==> config.mk <==
export PLATFORM = sky130hd
export DESIGN_NAME = cigar_affine_gap_scorer_core
export DESIGN_NICKNAME = d
export VERILOG_FILES = /design/src/cags_pkg.sv /design/src/cags_front.sv /design/src/cags_link_queue.sv /design/src/cags_back.sv /design/src/cigar_affine_gap_scorer_core.sv
export SDC_FILE = /design/constraint.sdc
export NUM_CORES = 2
export LEC_CHECK = 0
export ABC_AREA = 1
export BUFFER_PORTS_ARGS = -buffer_cell sky130_fd_sc_hd__buf_2
export CAP_MARGIN = 10
export CORE_MARGIN = 3
export CORE_UTILIZATION = 51
export CTS_BUF_LIST = sky130_fd_sc_hd__clkbuf_8
export CTS_CLUSTER_SIZE = 28
export DETAILED_ROUTE_END_ITERATION = 16
export GPL_TIMING_DRIVEN = 0
export PLACE_DENSITY = 0.71
export SETUP_SLACK_MARGIN = 0.3
export SYNTH_ARGS = -nofsm -noshare
export SYNTH_HDL_FRONTEND = slang
export SYNTH_SLANG_ARGS = --single-unit
==> constraint.sdc <==
create_clock -name clock -period 7 [get_ports clock]
set_input_delay 1.05 -clock clock [delete_from_list [all_inputs] [get_ports clock]]
set_output_delay 1.05 -clock clock [all_outputs]
set_load 0.01 [all_outputs]
==> src/cags_pkg.sv <==
// ----------------------------------------------------------------------------
// CIGAR scorer package
// Widths, character codes, operation codes and shared types.
// ----------------------------------------------------------------------------
package cags_pkg;

   localparam int RUN_BITS   = 24;
   localparam int SCORE_BITS = 32;
   localparam int EXT_BITS   = RUN_BITS + 1;
   localparam int PROD_BITS  = RUN_BITS + 9;
   localparam int DELTA_BITS = RUN_BITS + 10;
   localparam int SUM_BITS   = ((SCORE_BITS > DELTA_BITS) ? SCORE_BITS : DELTA_BITS) + 1;

   localparam int QUEUE_DEPTH = 4;
   localparam int PTR_BITS    = $clog2(QUEUE_DEPTH);
   localparam int CNT_BITS    = PTR_BITS + 1;

   localparam int ADDR_BITS = 4;
   localparam int DATA_BITS = 32;

   localparam logic [7:0] CHAR_ZERO = 8'h30;
   localparam logic [7:0] CHAR_NINE = 8'h39;
   localparam logic [7:0] CHAR_EQ   = 8'h3D;
   localparam logic [7:0] CHAR_X    = 8'h58;
   localparam logic [7:0] CHAR_I    = 8'h49;
   localparam logic [7:0] CHAR_D    = 8'h44;

   localparam logic [6:0]       RESET_MATCH    = 7'd1;
   localparam logic signed [7:0] RESET_MISMATCH = -8'sd1;
   localparam logic [6:0]       RESET_OPEN     = 7'd5;
   localparam logic [6:0]       RESET_EXTEND   = 7'd2;

   typedef enum logic [1:0] {
      OP_MATCH    = 2'd0,
      OP_MISMATCH = 2'd1,
      OP_INSERT   = 2'd2,
      OP_DELETE   = 2'd3
   } op_kind_type;

   typedef enum logic [1:0] {
      REG_MATCH    = 2'd0,
      REG_MISMATCH = 2'd1,
      REG_OPEN     = 2'd2,
      REG_EXTEND   = 2'd3
   } reg_index_type;

   typedef struct packed {
      logic [6:0]        match_reward;
      logic signed [7:0] mismatch_score;
      logic [6:0]        gap_open_cost;
      logic [6:0]        gap_extend_cost;
   } cfg_type;

   typedef struct packed {
      logic [RUN_BITS-1:0] run;
      op_kind_type         kind;
      logic                bad;
      logic                last;
      logic                beat;
   } op_entry_type;

   typedef struct packed {
      logic [RUN_BITS-1:0]          run_length;
      op_kind_type                  op_kind;
      logic signed [SCORE_BITS-1:0] running_score;
      logic signed [EXT_BITS-1:0]   query_extent;
      logic signed [EXT_BITS-1:0]   target_extent;
      logic                         bad_symbol;
      logic                         last_of_string;
   } result_type;

endpackage

==> src/cags_front.sv <==
// ----------------------------------------------------------------------------
// CIGAR scorer front end
// Builds run lengths from digits, classifies operation symbols, tracks the
// error state of the current string and queues one entry per operation and
// one to close a string that ends without a beat.
// ----------------------------------------------------------------------------
module cags_front (
   input  logic                   clock,
   input  logic                   reset,
   input  logic [7:0]             req_symbol,
   input  logic                   req_end_of_string,
   input  logic                   push,
   input  logic                   full,
   output logic                   link_push,
   output cags_pkg::op_entry_type link_entry
);

   logic [cags_pkg::RUN_BITS-1:0] run_ff, run_in;
   logic                          err_ff, err_in;
   logic                          accept;
   logic                          is_digit;
   logic                          bad;
   cags_pkg::op_kind_type         kind;
   logic [cags_pkg::RUN_BITS+3:0] run_wide;
   logic [cags_pkg::RUN_BITS-1:0] run_sat;

   assign accept = push && !full;

   always_comb begin
      is_digit = req_symbol inside {[cags_pkg::CHAR_ZERO:cags_pkg::CHAR_NINE]};
      bad      = 1'b0;
      case (req_symbol)
         cags_pkg::CHAR_EQ: kind = cags_pkg::OP_MATCH;
         cags_pkg::CHAR_X:  kind = cags_pkg::OP_MISMATCH;
         cags_pkg::CHAR_I:  kind = cags_pkg::OP_INSERT;
         cags_pkg::CHAR_D:  kind = cags_pkg::OP_DELETE;
         default: begin
            kind = cags_pkg::OP_MATCH;
            bad  = 1'b1;
         end
      endcase
   end

   // run * 10 + digit, saturating
   always_comb begin
      run_wide = {1'b0, run_ff, 3'b000} + {3'b000, run_ff, 1'b0}
               + (cags_pkg::RUN_BITS + 4)'(req_symbol - cags_pkg::CHAR_ZERO);
      run_sat  = (|run_wide[cags_pkg::RUN_BITS+3:cags_pkg::RUN_BITS])
               ? {cags_pkg::RUN_BITS{1'b1}} : run_wide[cags_pkg::RUN_BITS-1:0];
   end

   always_comb begin
      run_in          = run_ff;
      err_in          = err_ff;
      link_push       = 1'b0;
      link_entry.run  = run_ff;
      link_entry.kind = kind;
      link_entry.bad  = bad;
      link_entry.last = req_end_of_string;
      link_entry.beat = !err_ff && !is_digit;
      if (accept) begin
         if (err_ff) begin
            // drop the rest of a failed string
         end else if (is_digit) begin
            run_in = run_sat;
         end else begin
            link_push = 1'b1;
            if (bad) begin
               err_in = 1'b1;
            end else begin
               run_in = '0;
            end
         end
         if (req_end_of_string) begin
            link_push = 1'b1;
            run_in    = '0;
            err_in    = 1'b0;
         end
      end
   end

   always_ff @(posedge clock) begin
      if (reset) begin
         run_ff <= '0;
         err_ff <= 1'b0;
      end else begin
         run_ff <= run_in;
         err_ff <= err_in;
      end
   end

endmodule

==> src/cags_link_queue.sv <==
// ----------------------------------------------------------------------------
// CIGAR scorer link queue
// Short queue of classified operations between front end and back end.
// ----------------------------------------------------------------------------
module cags_link_queue (
   input  logic                   clock,
   input  logic                   reset,
   input  logic                   link_push,
   input  cags_pkg::op_entry_type link_entry,
   output logic                   full,
   input  logic                   link_pop,
   output logic                   link_empty,
   output cags_pkg::op_entry_type link_head
);

   cags_pkg::op_entry_type        mem_ff [cags_pkg::QUEUE_DEPTH];
   logic [cags_pkg::PTR_BITS-1:0] wr_ptr_ff, wr_ptr_in;
   logic [cags_pkg::PTR_BITS-1:0] rd_ptr_ff, rd_ptr_in;
   logic [cags_pkg::CNT_BITS-1:0] count_ff, count_in;
   logic                          do_push;
   logic                          do_pop;

   assign full       = (count_ff == cags_pkg::CNT_BITS'(cags_pkg::QUEUE_DEPTH));
   assign link_empty = (count_ff == '0);
   assign do_push    = link_push && !full;
   assign do_pop     = link_pop && !link_empty;
   assign link_head  = mem_ff[rd_ptr_ff];

   always_comb begin
      wr_ptr_in = do_push ? wr_ptr_ff + cags_pkg::PTR_BITS'(1) : wr_ptr_ff;
      rd_ptr_in = do_pop  ? rd_ptr_ff + cags_pkg::PTR_BITS'(1) : rd_ptr_ff;
      count_in  = count_ff + {{(cags_pkg::CNT_BITS-1){1'b0}}, do_push}
                           - {{(cags_pkg::CNT_BITS-1){1'b0}}, do_pop};
   end

   always_ff @(posedge clock) begin
      if (do_push) begin
         mem_ff[wr_ptr_ff] <= link_entry;
      end
   end

   always_ff @(posedge clock) begin
      if (reset) begin
         wr_ptr_ff <= '0;
         rd_ptr_ff <= '0;
         count_ff  <= '0;
      end else begin
         wr_ptr_ff <= wr_ptr_in;
         rd_ptr_ff <= rd_ptr_in;
         count_ff  <= count_in;
      end
   end

endmodule

==> src/cags_back.sv <==
// ----------------------------------------------------------------------------
// CIGAR scorer back end
// Forms the score change of each operation with one multiplier, then adds it
// to the saturating score, advances the extents and queues the result beat.
// ----------------------------------------------------------------------------
module cags_back (
   input  logic                   clock,
   input  logic                   reset,
   input  cags_pkg::cfg_type      cfg,
   input  logic                   link_empty,
   input  cags_pkg::op_entry_type link_head,
   output logic                   link_pop,
   output cags_pkg::result_type   rsp,
   output logic                   empty,
   input  logic                   pop
);

   // stage one: score change
   cags_pkg::op_entry_type               s1_op_ff, s1_op_in;
   logic signed [cags_pkg::DELTA_BITS-1:0] s1_delta_ff, s1_delta_in;
   logic                                 s1_valid_ff, s1_valid_in;
   logic                                 s1_ready;
   logic signed [7:0]                    coef;
   logic signed [cags_pkg::PROD_BITS-1:0] prod;
   logic signed [cags_pkg::DELTA_BITS-1:0] prod_ext;
   logic signed [cags_pkg::DELTA_BITS-1:0] open_ext;

   // accumulated string state
   logic signed [cags_pkg::SCORE_BITS-1:0] score_ff, score_in;
   logic signed [cags_pkg::EXT_BITS-1:0]   qpos_ff, qpos_in;
   logic signed [cags_pkg::EXT_BITS-1:0]   tpos_ff, tpos_in;
   logic signed [cags_pkg::SUM_BITS-1:0]   sum;
   logic [cags_pkg::SUM_BITS-cags_pkg::SCORE_BITS:0] sum_top;
   logic signed [cags_pkg::SCORE_BITS-1:0] score_sat;
   logic signed [cags_pkg::EXT_BITS-1:0]   qpos_adv, tpos_adv;
   logic                                 adv_q, adv_t;
   cags_pkg::result_type                 res;

   // result queue
   cags_pkg::result_type          out_mem_ff [cags_pkg::QUEUE_DEPTH];
   logic [cags_pkg::PTR_BITS-1:0] out_wr_ff, out_wr_in;
   logic [cags_pkg::PTR_BITS-1:0] out_rd_ff, out_rd_in;
   logic [cags_pkg::CNT_BITS-1:0] out_cnt_ff, out_cnt_in;
   logic                          out_full;
   logic                          retire;
   logic                          wr_beat;
   logic                          do_pop;

   function automatic logic signed [cags_pkg::EXT_BITS-1:0] advance(
      input logic signed [cags_pkg::EXT_BITS-1:0] pos,
      input logic [cags_pkg::RUN_BITS-1:0]        run
   );
      logic signed [cags_pkg::EXT_BITS:0] nxt;
      nxt = $signed({pos[cags_pkg::EXT_BITS-1], pos}) + $signed({2'b00, run});
      if (!nxt[cags_pkg::EXT_BITS] && nxt[cags_pkg::RUN_BITS]) begin
         return {1'b0, {cags_pkg::RUN_BITS{1'b1}}};
      end
      return nxt[cags_pkg::EXT_BITS-1:0];
   endfunction

   assign out_full = (out_cnt_ff == cags_pkg::CNT_BITS'(cags_pkg::QUEUE_DEPTH));
   assign empty    = (out_cnt_ff == '0);
   assign retire   = s1_valid_ff && !out_full;
   assign wr_beat  = retire && s1_op_ff.beat;
   assign s1_ready = !s1_valid_ff || !out_full;
   assign link_pop = !link_empty && s1_ready;
   assign do_pop   = pop && !empty;
   assign rsp      = out_mem_ff[out_rd_ff];

   always_comb begin
      case (link_head.kind)
         cags_pkg::OP_MATCH:    coef = $signed({1'b0, cfg.match_reward});
         cags_pkg::OP_MISMATCH: coef = cfg.mismatch_score;
         default:               coef = $signed({1'b0, cfg.gap_extend_cost});
      endcase
      prod     = cags_pkg::PROD_BITS'(coef)
               * cags_pkg::PROD_BITS'($signed({1'b0, link_head.run}));
      prod_ext = cags_pkg::DELTA_BITS'(prod);
      open_ext = cags_pkg::DELTA_BITS'($signed({1'b0, cfg.gap_open_cost}));
      if (link_head.kind == cags_pkg::OP_INSERT || link_head.kind == cags_pkg::OP_DELETE) begin
         s1_delta_in = -(prod_ext + open_ext);
      end else begin
         s1_delta_in = prod_ext;
      end
      s1_op_in    = link_pop ? link_head : s1_op_ff;
      if (!link_pop) begin
         s1_delta_in = s1_delta_ff;
      end
      s1_valid_in = link_pop ? 1'b1 : (retire ? 1'b0 : s1_valid_ff);
   end

   // add and saturate
   always_comb begin
      sum       = cags_pkg::SUM_BITS'(score_ff) + cags_pkg::SUM_BITS'(s1_delta_ff);
      sum_top   = sum[cags_pkg::SUM_BITS-1:cags_pkg::SCORE_BITS-1];
      if (&sum_top || ~|sum_top) begin
         score_sat = sum[cags_pkg::SCORE_BITS-1:0];
      end else if (sum[cags_pkg::SUM_BITS-1]) begin
         score_sat = {1'b1, {(cags_pkg::SCORE_BITS-1){1'b0}}};
      end else begin
         score_sat = {1'b0, {(cags_pkg::SCORE_BITS-1){1'b1}}};
      end
      qpos_adv = advance(qpos_ff, s1_op_ff.run);
      tpos_adv = advance(tpos_ff, s1_op_ff.run);
      adv_q    = (s1_op_ff.kind != cags_pkg::OP_DELETE);
      adv_t    = (s1_op_ff.kind != cags_pkg::OP_INSERT);

      res.run_length     = s1_op_ff.run;
      res.op_kind        = s1_op_ff.kind;
      res.bad_symbol     = s1_op_ff.bad;
      res.last_of_string = s1_op_ff.last;
      if (s1_op_ff.bad) begin
         res.running_score = score_ff;
         res.query_extent  = qpos_ff;
         res.target_extent = tpos_ff;
      end else begin
         res.running_score = score_sat;
         res.query_extent  = adv_q ? qpos_adv : qpos_ff;
         res.target_extent = adv_t ? tpos_adv : tpos_ff;
      end

      score_in = score_ff;
      qpos_in  = qpos_ff;
      tpos_in  = tpos_ff;
      if (retire) begin
         if (s1_op_ff.last) begin
            score_in = '0;
            qpos_in  = '1;
            tpos_in  = '1;
         end else begin
            score_in = res.running_score;
            qpos_in  = res.query_extent;
            tpos_in  = res.target_extent;
         end
      end
   end

   always_comb begin
      out_wr_in  = wr_beat ? out_wr_ff + cags_pkg::PTR_BITS'(1) : out_wr_ff;
      out_rd_in  = do_pop  ? out_rd_ff + cags_pkg::PTR_BITS'(1) : out_rd_ff;
      out_cnt_in = out_cnt_ff + {{(cags_pkg::CNT_BITS-1){1'b0}}, wr_beat}
                              - {{(cags_pkg::CNT_BITS-1){1'b0}}, do_pop};
   end

   always_ff @(posedge clock) begin
      s1_op_ff    <= s1_op_in;
      s1_delta_ff <= s1_delta_in;
      if (wr_beat) begin
         out_mem_ff[out_wr_ff] <= res;
      end
   end

   always_ff @(posedge clock) begin
      if (reset) begin
         s1_valid_ff <= 1'b0;
         score_ff    <= '0;
         qpos_ff     <= '1;
         tpos_ff     <= '1;
         out_wr_ff   <= '0;
         out_rd_ff   <= '0;
         out_cnt_ff  <= '0;
      end else begin
         s1_valid_ff <= s1_valid_in;
         score_ff    <= score_in;
         qpos_ff     <= qpos_in;
         tpos_ff     <= tpos_in;
         out_wr_ff   <= out_wr_in;
         out_rd_ff   <= out_rd_in;
         out_cnt_ff  <= out_cnt_in;
      end
   end

endmodule

==> src/cigar_affine_gap_scorer_core.sv <==
// A taken operation passes the link queue, stage one and the result queue in turn.
// Throughput: one byte per cycle while full is low; the back end's score add and
// saturate loop closes on its own register, and the multiplier sits in the stage before it.
// Digits, bytes of a failed string and a digit marking the end give no beat.
// Reset: clears the run, score, error flag and both queues, sets both extents to
// -1, and loads the scoring registers with 1, -1, 5 and 2.
// ----------------------------------------------------------------------------
// CIGAR affine-gap scorer core
// Top level: scoring registers on the APB port, front end, link queue and
// back end.
// ----------------------------------------------------------------------------
module cigar_affine_gap_scorer_core (
   input  logic                                  clock,
   input  logic                                  reset,
   input  logic [7:0]                            req_symbol,
   input  logic                                  req_end_of_string,
   input  logic                                  push,
   output logic                                  full,
   output logic [cags_pkg::RUN_BITS-1:0]         rsp_run_length,
   output logic [1:0]                            rsp_op_kind,
   output logic signed [cags_pkg::SCORE_BITS-1:0] rsp_running_score,
   output logic signed [cags_pkg::EXT_BITS-1:0]  rsp_query_extent,
   output logic signed [cags_pkg::EXT_BITS-1:0]  rsp_target_extent,
   output logic                                  rsp_bad_symbol,
   output logic                                  rsp_last_of_string,
   output logic                                  empty,
   input  logic                                  pop,
   input  logic                                  psel,
   input  logic                                  penable,
   input  logic                                  pwrite,
   input  logic [cags_pkg::ADDR_BITS-1:0]        paddr,
   input  logic [cags_pkg::DATA_BITS-1:0]        pwdata,
   output logic [cags_pkg::DATA_BITS-1:0]        prdata,
   output logic                                  pready
);

   cags_pkg::cfg_type       cfg_ff, cfg_in;
   cags_pkg::reg_index_type reg_idx;
   logic                    wr_en;
   logic                    link_push;
   logic                    link_pop;
   logic                    link_empty;
   cags_pkg::op_entry_type  link_entry;
   cags_pkg::op_entry_type  link_head;
   cags_pkg::result_type    rsp;

   assign pready  = 1'b1;
   assign wr_en   = psel && penable && pwrite && pready;
   assign reg_idx = cags_pkg::reg_index_type'(paddr[3:2]);

   always_comb begin
      cfg_in = cfg_ff;
      if (wr_en) begin
         case (reg_idx)
            cags_pkg::REG_MATCH:    cfg_in.match_reward    = pwdata[6:0];
            cags_pkg::REG_MISMATCH: cfg_in.mismatch_score  = $signed(pwdata[7:0]);
            cags_pkg::REG_OPEN:     cfg_in.gap_open_cost   = pwdata[6:0];
            cags_pkg::REG_EXTEND:   cfg_in.gap_extend_cost = pwdata[6:0];
            default: ;
         endcase
      end
   end

   always_comb begin
      case (reg_idx)
         cags_pkg::REG_MATCH:    prdata = {25'd0, cfg_ff.match_reward};
         cags_pkg::REG_MISMATCH: prdata = {24'd0, cfg_ff.mismatch_score};
         cags_pkg::REG_OPEN:     prdata = {25'd0, cfg_ff.gap_open_cost};
         cags_pkg::REG_EXTEND:   prdata = {25'd0, cfg_ff.gap_extend_cost};
         default:                prdata = '0;
      endcase
   end

   always_ff @(posedge clock) begin
      if (reset) begin
         cfg_ff.match_reward    <= cags_pkg::RESET_MATCH;
         cfg_ff.mismatch_score  <= cags_pkg::RESET_MISMATCH;
         cfg_ff.gap_open_cost   <= cags_pkg::RESET_OPEN;
         cfg_ff.gap_extend_cost <= cags_pkg::RESET_EXTEND;
      end else begin
         cfg_ff <= cfg_in;
      end
   end

   cags_front u_front (
      .clock             (clock),
      .reset             (reset),
      .req_symbol        (req_symbol),
      .req_end_of_string (req_end_of_string),
      .push              (push),
      .full              (full),
      .link_push         (link_push),
      .link_entry        (link_entry)
   );

   cags_link_queue u_link_queue (
      .clock      (clock),
      .reset      (reset),
      .link_push  (link_push),
      .link_entry (link_entry),
      .full       (full),
      .link_pop   (link_pop),
      .link_empty (link_empty),
      .link_head  (link_head)
   );

   cags_back u_back (
      .clock      (clock),
      .reset      (reset),
      .cfg        (cfg_ff),
      .link_empty (link_empty),
      .link_head  (link_head),
      .link_pop   (link_pop),
      .rsp        (rsp),
      .empty      (empty),
      .pop        (pop)
   );

   assign rsp_run_length     = rsp.run_length;
   assign rsp_op_kind        = rsp.op_kind;
   assign rsp_running_score  = rsp.running_score;
   assign rsp_query_extent   = rsp.query_extent;
   assign rsp_target_extent  = rsp.target_extent;
   assign rsp_bad_symbol     = rsp.bad_symbol;
   assign rsp_last_of_string = rsp.last_of_string;

endmodule

==> impl_metrics.ini <==
[sta]
timing.final.ws_setup_ns = -0.0592
fin_worst_skew_ns = 0.0615
period_minus_slack_ns = 7.06
fin_crit_sh_pct = 101
rsz0062_at_grt = true
finalSetupViolCount = 4
fmax_mhz = 142
hold_viol_final = 0
tightestPinTransition_ns = 1.24
slew_headroom_pct = 17.1
finalMaxSlewViolations = 0

[worst_setup_path]
crit_path_end = u_back.s1_delta_ff[31]
crit_path_max_fanout = 5
cp.required_ns = 7.50
cp-start-kind = flip-flop
max_stage_delay_ns = 0.59
r2r_setup_slack_ns = -0.06
crit_type = reg2reg
timing.rr.end = u_back.s1_delta_ff[31]
crit_top_cell = inv_2
ff2ff_path_depth = 43
end_kind = flip-flop
crit_slowest_cell = fa_1
critPathArrivalTime_ns = 7.56

[detailed_routing]
drc_errors = 0
drt_iter0_drc = 3587
wl_per_cell_um = 19.7
wl_um = 138000
ant_nets = 0
dr.pass1.iters = 6
num_vias = 39100
vias_per_cell = 5.60

[global_routing]
grt_max_degree = 43
first_global_vias = 37600
grt_pass1_wl_um = 208000
antenna_found_initial = 3
gr-total-overflow = 0
grt_util_all_layers_pct = 28.2

[synth]
yosysWarnings = 0
synth_fa_ha_area_share_pct = 13.0
ys_ff_latch = 774
synth_edf_count = 619
synthCells = 5224
async_flop_share_pct = 0
ys.flop_type = edfxtp_1
avgSynthCellArea_um2 = 8.89
synth_mux_area_share_pct = 0.0215
yosysSeqAreaShare_pct = 46.7
synthSimpleGateAreaFrac_pct = 19.3
synth_xor_area_share_pct = 2.21
synth_cell_types = 58
synth_top_family_by_area = simple AND/OR/NAND/NOR gates
synth-compound-area-share_pct = 11.6
syn_area_um2 = 46500

[layout]
final_common_cell = nand2_1
instances_no_fill = 6971
layout_common_cells = nand2_1, edfxtp_1, inv_1, nor2_1, o21ai_0
final_cell_area_um2 = 55400
final_util_pct = 61.5
fin_nets = 6130
drive_gt1_share_pct = 18.5
area_growth_pct = 19.3

[clocking]
ctsHoldBuffers = 0
clk_latency_ns = 0.80
cts_root_buffer = clkbuf_8
cts.path.max_buffers = 3
clkTransAtPathRegs_ns = 0.06
cts_tree = yes
cts_sinks = 774
cts_buffers = 117
htree_levels = 3

[floorplan]
chipWidth_um = 308
dieArea_um2 = 94700
die_y_um = 308
floorplan.rows = 110
start_util_pct = 51.5
core-area_um2 = 90100
io_pins = 197

[outcome]
outcome = finished with violations
violations = setup timing

[placed_design]
dp_cells = 6591
placed_cell_area_um2 = 49300
dpl.hpwl_um = 97200
placement.io_buffers = 144
gp_congestion = 0.972

[job]
cap_violations = 0

[hold_path]
hp-class = reg2reg
[registers in the layout, indices dropped and copies added, names as in the netlist, named ones only]
register,cells
cfg_ff,29
u_link_queue.count_ff,3
u_back.score_ff,32
u_back.res,28
u_back.out_mem_ff,440
u_front.err_ff,1
u_back.out_cnt_ff,3
u_link_queue.wr_ptr_ff,2
u_back.s1_op_ff,1
u_link_queue.mem_ff,116
u_back.out_rd_ff,2
u_back.s1_valid_ff,1
u_back.out_wr_ff,2
u_front.run_ff,24
u_back.qpos_ff,25
u_back.s1_delta_ff,34
u_link_queue.rd_ptr_ff,2
u_back.tpos_ff,25
[per-stage QoR]
step | hold WS [ns] | setup TNS, ns | worst slack [ns]
2_1_floorplan | 0.436 | 0 | 0.305
3_3_place_gp | 0.455 | -1291.82 | -3.04
3_5_place_dp | 0.467 | -33.51 | -1.79
4_1_cts | 0.444 | 0 | 0.201
5_1_grt | 0.491 | -2.30 | -0.265
6_report | 0.483 | -0.149 | -0.0592
[final cells by class]
type / instances / area, um2
fill: 7370 / 34700
multi-input combinational: 3642 / 23500
sequential: 774 / 21700
timing repair buffer: 324 / 2670
inverter: 624 / 2380
clock buffer: 138 / 1900
tap: 1176 / 1470
buffer: 208 / 1160
clock inverter: 83 / 622
antenna: 2 / 5.00
[worst min path at each step]
stage,from,endpoint,slack [ns],cells past startpoint
floorplan,u_link_queue.rd_ptr_ff[1],flip-flop,0.44,2
global placement,u_back.out_rd_ff[0],u_back.out_rd_ff[0],0.45,1
detailed placement,u_link_queue.rd_ptr_ff[1],u_link_queue.rd_ptr_ff[1],0.47,2
CTS,pwdata[3],cfg_ff[17],0.44,3
global route,pwdata[4],cfg_ff[26],0.49,3
finish,u_back.out_rd_ff[0],u_back.out_rd_ff[0],0.48,1
[what timing repair did]
action                     4_1_cts  5_1_grt
setup buffers                  111       42
setup endpoints to repair       29       23
gates resized for setup        360      178
cloned                           4        0
pin swaps                      138      126
[synthesized netlist by cell type, types with 55 or more instances]
library cell / n / share of area, %
o22ai_1: 115 / 1.5
ha_1: 225 / 6.1
xor2_1: 62 / 1.2
clkbuf_1: 138 / 1.1
nand3_1: 220 / 2.4
o21ai_0: 405 / 4.4
edfxtp_1: 619 / 40
nor2_1: 600 / 4.8
inv_1: 611 / 4.9
nand2_2: 59 / 0.79
nand2_1: 1096 / 8.9
a21oi_1: 309 / 3.3
xnor2_1: 55 / 1.0
dfxtp_1: 155 / 6.7
fa_1: 162 / 7.0
[metal layers]
| layer | GRT usage, % | part of all wire [%] | vias up |
|---|---|---|---|
| met5 | 0 | 0.0087 | - |
| met4 | 10.8 | 4.1 | 2 |
| met3 | 4.69 | 8.9 | 331 |
| met2 | 45.7 | 46 | 1679 |
| met1 | 38.3 | 41 | 18700 |
| li1 | - | - | 18400 |
[kinds of logic (layout without fill, tap and decap cells)]
group / after synthesis / count (layout)
adder cells (fa/ha/maj): 387 / 387
AND/OR/NAND/NOR: 2136 / 2137
other: 2 / 27
flip-flops: 774 / 774
AO/OA/AOI/OAI: 975 / 975
multiplexers: 1 / 1
XOR/XNOR: 117 / 117
buffers and inverters: 832 / 1377
[critical path, delay by kind of cell, from the launching register on]
family,cells,cell delay (ns)
simple gates,21,1.74
compound gates,2,0.59
fa+ha+maj,6,2.73
buf+inv,13,1.13
xor+xnor,1,0.18
flops,1,0.37
Power is not shown: default switching activity piles up to over one toggle a cycle in this logic, so the estimate is an artifact.
